## config.mk

```make
export PLATFORM = sky130hd
export DESIGN_NAME = mmf_window
export DESIGN_NICKNAME = d
export VERILOG_FILES = /design/src/hdl/median_of_medians_filter_3x3_macros.svh /design/src/hdl/mmf_pkg.sv /design/src/hdl/mmf_window.sv
export SDC_FILE = /design/constraint.sdc
export NUM_CORES = 1
export LEC_CHECK = 0
export ABC_AREA = 0
export BUFFER_PORTS_ARGS = -buffer_cell sky130_fd_sc_hd__buf_2
export CAP_MARGIN = 30
export CORE_UTILIZATION = 45
export CTS_CLUSTER_SIZE = 40
export DETAILED_ROUTE_END_ITERATION = 12
export SLEW_MARGIN = 40
export SYNTH_ARGS = -nofsm -noshare
export SYNTH_HDL_FRONTEND = slang
export SYNTH_SLANG_ARGS = --single-unit
```

## constraint.sdc

```tcl
create_clock -name clock -period 19.1 [get_ports clock]
set_input_delay 2.865 -clock clock [delete_from_list [all_inputs] [get_ports clock]]
set_output_delay 2.865 -clock clock [all_outputs]
set_load 0.03 [all_outputs]
```

## src/hdl/median_of_medians_filter_3x3_macros.svh

```systemverilog
// Assertion macros for the 3x3 median-of-medians filter.
// Used by the top level; needs nothing else.
`ifndef MEDIAN_OF_MEDIANS_FILTER_3X3_MACROS_SVH
`define MEDIAN_OF_MEDIANS_FILTER_3X3_MACROS_SVH

// same-cycle implication, disabled in reset
`define MMF_ASSERT_IMPLY(label, clk, rst, ante, cons, msg) \
   label: assert property (@(posedge clk) disable iff (rst) (ante) |-> (cons)) \
      else $error(msg);

// next-cycle implication, disabled in reset
`define MMF_ASSERT_NEXT(label, clk, rst, ante, cons, msg) \
   label: assert property (@(posedge clk) disable iff (rst) (ante) |=> (cons)) \
      else $error(msg);

`endif

```

## src/hdl/mmf_pkg.sv

```systemverilog
// Shared types, constants and the median-of-three function for the
// 3x3 median-of-medians filter. No dependencies.
`timescale 1ns / 1ps

package mmf_pkg;

   localparam int PIXEL_BITS        = 8;
   localparam int MAX_WIDTH_DEFAULT = 512;
   localparam int WIDTH_BITS        = 10;
   localparam int HEIGHT_BITS       = 13;
   localparam int CSR_DATA_BITS     = 13;
   localparam int CSR_INDEX_BITS    = 1;

   localparam logic [WIDTH_BITS-1:0]  WIDTH_RESET  = 10'd512;
   localparam logic [HEIGHT_BITS-1:0] HEIGHT_RESET = 13'd512;

   localparam logic [CSR_INDEX_BITS-1:0] CSR_IMAGE_WIDTH  = 1'd0;
   localparam logic [CSR_INDEX_BITS-1:0] CSR_IMAGE_HEIGHT = 1'd1;

   localparam logic MODE_PIXEL = 1'b0;
   localparam logic MODE_FLUSH = 1'b1;

   typedef logic [PIXEL_BITS-1:0] pixel_type;

   typedef struct packed {
      logic      mode;
      pixel_type pixel;
   } req_word_type;

   typedef struct packed {
      pixel_type out_pixel;
      logic      end_of_row;
      logic      end_of_frame;
      logic      last_of_run;
   } rsp_word_type;

   typedef struct packed {
      logic shift;
      logic first_col;
   } win_ctl_type;

   typedef struct packed {
      logic upper;
      logic middle;
   } ls_we_type;

   function automatic pixel_type med3(pixel_type a, pixel_type b, pixel_type c);
      pixel_type lo;
      pixel_type hi;
      lo = (a < b) ? a : b;
      hi = (a < b) ? b : a;
      if (c <= lo) begin
         return lo;
      end else if (c >= hi) begin
         return hi;
      end
      return c;
   endfunction

endpackage

```

## src/hdl/mmf_window.sv

```systemverilog
// 3x3 window register and the two median-of-row-medians datapaths
// (interior and right-edge). Depends on mmf_pkg.
`timescale 1ns / 1ps

module mmf_window (
   input  logic                 clock,
   input  logic                 reset,
   input  mmf_pkg::win_ctl_type ctl,
   input  mmf_pkg::pixel_type   col_top,
   input  mmf_pkg::pixel_type   col_mid,
   input  mmf_pkg::pixel_type   col_bot,
   output mmf_pkg::pixel_type   med_full,
   output mmf_pkg::pixel_type   med_edge
);

   mmf_pkg::pixel_type win_ff   [0:2][0:2];
   mmf_pkg::pixel_type win_in   [0:2][0:2];
   mmf_pkg::pixel_type col      [0:2];
   mmf_pkg::pixel_type row_full [0:2];
   mmf_pkg::pixel_type row_edge [0:2];

   assign col[0] = col_top;
   assign col[1] = col_mid;
   assign col[2] = col_bot;

   always_comb begin
      for (int k = 0; k < 3; k++) begin
         if (ctl.first_col) begin
            win_in[k][0] = col[k];
            win_in[k][1] = col[k];
         end else begin
            win_in[k][0] = win_ff[k][1];
            win_in[k][1] = win_ff[k][2];
         end
         win_in[k][2] = col[k];
         row_full[k] = mmf_pkg::med3(win_in[k][0], win_in[k][1], win_in[k][2]);
         row_edge[k] = mmf_pkg::med3(win_in[k][1], win_in[k][2], win_in[k][2]);
      end
   end

   assign med_full = mmf_pkg::med3(row_full[0], row_full[1], row_full[2]);
   assign med_edge = mmf_pkg::med3(row_edge[0], row_edge[1], row_edge[2]);

   always_ff @(posedge clock) begin
      if (reset) begin
         for (int i = 0; i < 3; i++) begin
            for (int j = 0; j < 3; j++) begin
               win_ff[i][j] <= '0;
            end
         end
      end else if (ctl.shift) begin
         win_ff <= win_in;
      end
   end

endmodule

```

# Word-level counts from Yosys, hierarchy flattened
# Cells that the tools add are included.
# word_totals
register_bits,48
wordCells,89
# classes
n_lt_le_gt_ge,24
mux,59
# op_table
op,count
$mux W8,40
$ge A8 B8 Y1,8
$le A8 B8 Y1,8
$lt A8 B8 Y1,8
$mux W16,3
$mux W1,16

# Depth between registers and ports, before layout
# Gate-level depths: netlist (run 1).
# logic_depth
word_depth,13
depth_mapped,50
mapped_depth_nobuf,42

# Worst setup path before layout (run 1)
# OpenSTA, ideal clock, no wires.
# synth_timing
path_type,input port to output port
start,in ctl[0] (netlist name)
end,out med_full[0]
required_time_ps,16235
slack_ps,3767
cell_stages,43
path_buffers,8
arrival_ps,12468
path_cell_list,buf_4 -> buf_1 -> buf_1 -> buf_1 -> clkbuf_1 -> o21ai_0 -> ha_1 -> and4_1 -> nand2_1 -> o21ai_1 -> clkbuf_1 -> mux2i_1 -> ha_1 -> and4_1 -> a21oi_1 -> o21ai_0 -> o41ai_1 -> a21oi_2 -> [... 7 more ...] -> o31ai_1 -> or3_1 -> buf_2 -> buf_2 -> mux2i_1 -> ha_1 -> nand2b_1 -> a21o_1 -> a21o_1 -> a21o_1 -> a21oi_1 -> nor2b_1 -> o21ai_0 -> nand2b_1 -> a21o_1 -> nand2_1 -> mux2i_1 -> a221oi_1
# synth_between
elab_chain_len,13
word_cells_on_any_way,43
cone_classes,order compare (12); mux (31)
# synth_lines
item,line,source
start: declaration,mmf_window.sv:8,"input mmf_pkg::win_ctl_type ctl,"
$mux W16,mmf_window.sv:28,if (ctl.first_col) begin
$lt A8 B8 Y1,"mmf_pkg.sv:50, mmf_pkg.sv:51",
$mux W8,mmf_pkg.sv:51,hi = (a < b) ? b : a;
$ge A8 B8 Y1,mmf_pkg.sv:54,end else if (c >= hi) begin
$mux W1,mmf_pkg.sv:54,
$mux W1,mmf_pkg.sv:52,if (c <= lo) begin
$mux W8,mmf_pkg.sv:57,return c;
$lt A8 B8 Y1,"mmf_pkg.sv:50, mmf_pkg.sv:51",
$mux W8,mmf_pkg.sv:51,
$ge A8 B8 Y1,mmf_pkg.sv:54,
$mux W1,mmf_pkg.sv:54,
$mux W1,mmf_pkg.sv:52,
$mux W8 (*),mmf_pkg.sv:57,
end: declaration,mmf_window.sv:12,"output mmf_pkg::pixel_type med_full,"
# Mark *: on every way between the ends. The rest lies on a longest branch, timed or not. The select of a mux whose other input is x is not followed.

# Worst setup path in the final report (run 1)
# layout_timing
start,in ctl[0] (netlist name)
end,out med_full[3]
# The elaborated chain is that of the path after synthesis.

==> summary.txt, run 1 <==
Run status
  • Outcome: complete, no violations

Place
  • Pre-CTS WS: 3100 ps
  • RePlAce Congestion: 0.896
  • Post-DP HPWL: 20400 um
  • Port Buffers: 43

Critical path
  • CP endpoint kind: output port
  • Critical path class: input pin to output port
  • Capturing point of the worst reg2reg path: win_ff[57]$_SDFFE_PP0P_
  • Worst path top cell family by delay: compound AO/OA/AOI/OAI gates
  • CP bufs+invs: 5
  • CP max FO: 27
  • WP data arrival: 13120 ps
  • Critical path's slowest cell: a21boi_1
  • Slowest cell delay on critical path: 710 ps
  • Reg2Reg Launch Point: win_ff[49]$_SDFFE_PP0P_
  • Reg2reg path depth: 2
  • Worst EP required: 16230 ps
  • Critical Path Start Type: input pin
  • Worst R2R Setup Slack: 17880 ps

Yosys
  • Net count after synthesis: 1400
  • Post-synthesis cell area: 9140 sq um
  • Top cells by area, synth: ha_1, mux2i_1, dfxtp_1
  • Largest area contributor in the netlist: ha_1
  • Post-Synth Simple-Gate Area: 15.6%
  • Most common cell in the netlist: ha_1
  • Async SR Flop Fraction: 0%
  • Mapped Cells: 1202
  • Largest family of logic cells by synthesized area: compound AO/OA/AOI/OAI gates
  • XOR/XNOR share of the synthesized area: 0.479%
  • Commonest cells post-synth: ha_1, nor2_1, mux2i_1
  • Post-synthesis cell type count: 74
  • Post-synth top area share: 23.3%
  • EDFF count, synth: 0
  • Ys flop type: dfxtp_1
  • Yosys Warn Count: 0
  • Post-synthesis sequential area ratio: 10.5%
  • Post-synthesis mux area share: 16.2%
  • Compound-Gate Fraction of Synth Area: 27.4%
  • Synthesized flop and latch total: 48
  • Avg Inst Size Synth: 7.60 sq um
  • Adder-cell share of the synthesized area: 23.5%

Cells and area
  • Synth-to-Final Area Change: 6.98%
  • Share of cells above drive strength 1: 9.99%
  • Most flop-heavy register: win_ff
  • Nets: 1408
  • Antenna Cells: 0
  • Top Registers: win_ff x48
  • Max FFs per register: 48

Floorplan
  • Die X: 145 um
  • # IOs: 44
  • Die height: 145 um
  • Core footprint: 19700 sq um
  • Area of the die: 20900 sq um
  • Initial Utilization: 46.5%
  • Num rows: 51

CTS
  • Setup Buffers After CTS: 0
  • Clock Sinks: 48
  • TritonCTS clock tree: yes
  • Clock Pin Slew Worst Setup and Hold Paths: 70 ps
  • Post-cts sizing count: 0
  • CTS H-tree lvls: 2
  • Root buffer cell: clkbuf_16
  • Maximum clock path buffer count: 2
  • Hold-fix buffers, CTS: 0
  • Num CTS Buffers: 5
  • Clock Latency Late Sink: 300 ps

Power and ir drop
  • Peak VDD IR: 178 uV
  • Leak: 4.95 nW
  • PwrDens: 138 nW/um^2

STA
  • Worst Skew: 2.20 ps
  • Tightest Pin Transition: 769 ps
  • Setup violations, final: 0
  • Unrepaired setup endpoints after global routing: false
  • Hold Fails Final Rpt: 0
  • Tmin final: 15980 ps
  • Worst slew margin: 47.4%
  • Setup Total Neg Slack: 0 ps
  • Setup ws final: 3120 ps
  • Period utilisation layout: 83.7%
  • Final Slew Violations: 0
  • Max Freq: 62.6 MHz

Routing
  • Average wire per standard cell: 17.9 um
  • Routed vias: 8747
  • DR vias/cell: 5.93
  • Drt first pass iters: 5
  • Total wire length: 26500 um
  • Post-route ant nets: 0
  • # DRC: 0
  • Iter 0 DRT Violations: 509

Global route
  • Vias in the first global route: 7984
  • Gr ovfl total: 0
  • Initial antenna violation count: 0
  • Pin count of the biggest net entering global routing: 73
  • First-pass GRT wire length: 42300 um
  • Total track usage: 26.0%

Min path
  • Hold path depth: 2
  • HP Class: flip-flop to flip-flop
  • Hold EP: win_ff[58]$_SDFFE_PP0P_
  • Hold path start: win_ff[58]$_SDFFE_PP0P_

Run
  • Max-cap violations: 0
## kinds of logic (layout without fill, tap and decap cells)
| logic type | count (synthesis) | in the layout |
|---|---|---|
| DFF | 48 | 48 |
| xor gates and xnor gates | 5 | 5 |
| and+or+nand+nor | 314 | 314 |
| muxes | 143 | 143 |
| AOI/OAI and AO/OA | 371 | 371 |
| adders and majority gates | 172 | 172 |
| buffers and inverters | 149 | 158 |
## power breakdown
group	internal, mW	switching [mW]	total [mW]
Clock	0.0619	0.0446	0.106
Combinational	0.438	0.689	1.13
Sequential	0.107	0.00464	0.111
Total	0.607	0.738	1.34
## routing by layer
layer,wire [um],GRT usage (%),vias to the layer above
li1,-,-,4442
met1,13300,37.1,4091
met2,11700,42.4,197
met3,1150,2.22,17
met4,297,5.04,0
met5,0,0,-
## cell type report
type | count | area, sq um
Sequential cell | 48 | 961
Multi-Input combinational cell | 1005 | 7630
Clock inverter | 2 | 35.0
Clock buffer | 6 | 129
Fill cell | 2030 | 9880
Tap cell | 265 | 332
Timing Repair Buffer | 56 | 339
Inverter | 94 | 353
## worst reg2reg max path, stage by stage (launching register included)
cell and delay (ps):
dfxtp_1 380, mux2i_1 540, a211oi_1 160
## how the worst max path moves through the flow
stage	from	end	depth (start not counted)
after CTS	ctl[0]	med_edge[5]	40
after floorplan	ctl[0]	med_full[0]	43
final	ctl[0]	med_full[3]	43
after global routing	ctl[0]	med_full[0]	43
after detailed placement	ctl[0]	med_edge[5]	40
after global placement	ctl[0]	med_edge[5]	40
## layout by cell type (no fill, tap or decap), drive strengths merged, types with 11 or more instances in the layout
master	instances
nor2	126
o21ai	85
o22ai	11
a211oi	38
a21boi	19
nand4	11
ha	170
a21oi	77
inv	93
dfxtp	48
nor3	11
o21a	15
nand2b	12
a21o	57
mux2i	114
nand2	96
mux2	29
buf	56
nand3	15
## metrics by stage
stage	cell area [sq um]	std cells	total power, mW	utilization [%]	hold slack (ps)
global route	9780	1476	1.47	49.7	500
global placement	9560	1467	1.21	48.6	473
finish	9780	1476	1.34	49.7	483
CTS	9740	1475	1.33	49.6	486
detailed placement	9580	1467	1.22	48.7	477
floorplan	9140	1202	0.972	-	455
Note: power is estimated with default switching activity, not from simulation.
==> run 2: changes to the inputs <==
- clock period: 19.1 -> 13.4 ns (I/O delays scaled with it)
==> run 2 against run 1 <==
Against the previous run: count of clock-buffer cells in the layout is 1 lower; clock skew is 2.9 ps higher; combinational power is 45% higher; non-clock buffer count is 27 higher; total power is 47% higher; clock power is 64% higher; hold slack better by 1.3 ps.
==> summary.txt, run 2 (synthesis gave the netlist of run 1 again) <==
STA
  • Period utilisation layout: 94.5%
  • Worst slew margin: 45.3%
  • Hold Fails Final Rpt: 0
  • Unrepaired setup endpoints after global routing: false
  • Final Slew Violations: 0
  • WHS: 484 ps
  • Setup violations, final: 0
  • Max Freq: 79.0 MHz
  • Tightest Pin Transition: 812 ps
  • Tmin final: 12660 ps
  • Worst Skew: 5.07 ps
  • Setup ws final: 737 ps

Cells and area
  • Final instance area: 10100 sq um
  • Antenna Cells: 0
  • Leading cell type in the layout, fill and taps excluded: ha_1
  • Synth-to-Final Area Change: 10.2%
  • Most frequent cells in the layout: ha_1, nor2_1, mux2i_1, nand2_1, inv_1
  • Top Registers: win_ff x48
  • Share of cells above drive strength 1: 12.6%
  • Nets: 1435
  • Max FFs per register: 48
  • Most flop-heavy register: win_ff

Critical path
  • Critical path's slowest cell: o41ai_1
  • Worst path top cell family by delay: compound AO/OA/AOI/OAI gates
  • CP bufs+invs: 6
  • CP endpoint kind: output port
  • CP max FO: 49
  • Critical Path Start Type: input pin
  • Crit-path most repeated cell: a21o_1
  • CP Launch Point: ctl[0]
  • Worst EP required: 11390 ps
  • Worst path depth: 42
  • WP data arrival: 10650 ps
  • Reg2reg path depth: 2
  • Slowest cell delay on critical path: 500 ps
  • Critical path class: input pin to output port
  • Critical Path Sink: med_full[4]
  • Worst R2R Setup Slack: 12270 ps
  • Capturing point of the worst reg2reg path: win_ff[11]$_SDFFE_PP0P_
  • Reg2Reg Launch Point: win_ff[3]$_SDFFE_PP0P_

Global route
  • First-pass GRT wire length: 41800 um
  • Total track usage: 25.7%
  • Gr ovfl total: 0
  • Initial antenna violation count: 0
  • Vias in the first global route: 7895
  • Pin count of the biggest net entering global routing: 73

Power and ir drop
  • PwrDens: 196 nW/um^2
  • Leak: 5.10 nW
  • Peak VDD IR: 257 uV

Place
  • Port Buffers: 43
  • Post-DP HPWL: 20700 um
  • RePlAce Congestion: 0.880
  • Pre-CTS WS: 115 ps
  • Area after DPL: 9780 sq um

Run
  • Max-cap violations: 0

Routing
  • Routed vias: 8772
  • Drt first pass iters: 5
  • Total wire length: 26200 um
  • # DRC: 0
  • Iter 0 DRT Violations: 575
  • Average wire per standard cell: 17.4 um
  • Post-route ant nets: 0
  • DR vias/cell: 5.84

Floorplan
  • Initial Utilization: 46.5%
  • Core footprint: 19700 sq um
  • Area of the die: 20900 sq um
  • Num rows: 51
  • Die X: 145 um
  • Die height: 145 um
  • # IOs: 44

CTS
  • Maximum clock path buffer count: 2
  • Clock Pin Slew Worst Setup and Hold Paths: 70 ps
  • CTS H-tree lvls: 2
  • Clock Sinks: 48
  • Clock Latency Late Sink: 310 ps
  • Num CTS Buffers: 5
  • TritonCTS clock tree: yes
  • Root buffer cell: clkbuf_16

Min path
  • HP Class: flip-flop to flip-flop

Run status
  • Outcome: complete, no violations
-- run 2: cell count changes in the layout (fill, tap and decap cells not counted), moves of 2 or more --
cell	delta
o21ai_0	-5
buf_4	+25
o21a_2	-2
a21boi_2	+2
o21ai_1	+4
nand2_1	-2
nand2_2	+2
buf_12	+2
mux2i_1	-2
mux2i_2	+2
o21a_1	+2
a2111oi_0	-2
-- run 2: area by class of cell --
type,instances,area (sq um)
fillers,2010,9590
multi-input cells,1005,7670
flip-flops and latches,48,961
repair buffers,83,551
inverters,94,355
well taps,265,332
clock buffers,5,125
clock inverters,3,68.8
-- run 2: worst reg2reg max path, delay by kind of cell, from the launching register on --
kind | cells | cell delay [ps]
DFF | 1 | 310
AOI/OAI and AO/OA | 2 | 680
-- run 2: worst min-delay path by stage --
stage	startpoint	endpoint	slack (ps)	cells after the start
after global placement	win_ff[55]$_SDFFE_PP0P_	win_ff[55]$_SDFFE_PP0P_	470	2
final	win_ff[36]$_SDFFE_PP0P_	win_ff[36]$_SDFFE_PP0P_	480	2
after floorplan	win_ff[3]$_SDFFE_PP0P_	win_ff[3]$_SDFFE_PP0P_	450	2
after global routing	win_ff[14]$_SDFFE_PP0P_	win_ff[14]$_SDFFE_PP0P_	500	2
after CTS	win_ff[15]$_SDFFE_PP0P_	win_ff[15]$_SDFFE_PP0P_	490	2
after detailed placement	win_ff[15]$_SDFFE_PP0P_	win_ff[15]$_SDFFE_PP0P_	480	2
-- run 2: through the flow --
stage          util [%]  TNS (ps)  std cells  power, mW
2_1_floorplan         -     -1340       1202       1.39
3_3_place_gp       49.7         0       1493       1.74
3_5_place_dp       49.7         0       1493       1.76
4_1_cts            50.7         0       1501       1.94
5_1_grt            51.2         0       1503       2.14
6_report           51.2         0       1503       1.97
-- run 2: what timing repair did --
action	4_1_cts	5_1_grt
gates resized for setup	0	26
endpoints found under the setup margin	0	16
hold buffers	0	0
buffers inserted	0	2
-- run 2: power breakdown --
part           internal (mW)  leakage [nW]  switching [mW]
combinational          0.648          4.61           0.992
clock                  0.108        0.0944          0.0656
sequential             0.152         0.397         0.00681
total                  0.908          5.10            1.06
-- run 2: per-layer routing --
| metal | vias to the layer above | GRT usage [%] | share of wire (%) | wire [um] |
|---|---|---|---|---|
| li1 | 4501 | - | - | - |
| met1 | 4083 | 36.2 | 49 | 12800 |
| met2 | 160 | 42.1 | 45 | 11900 |
| met3 | 28 | 2.15 | 4.2 | 1090 |
| met4 | 0 | 6.20 | 1.6 | 418 |
| met5 | - | 0 | 0 | 0 |
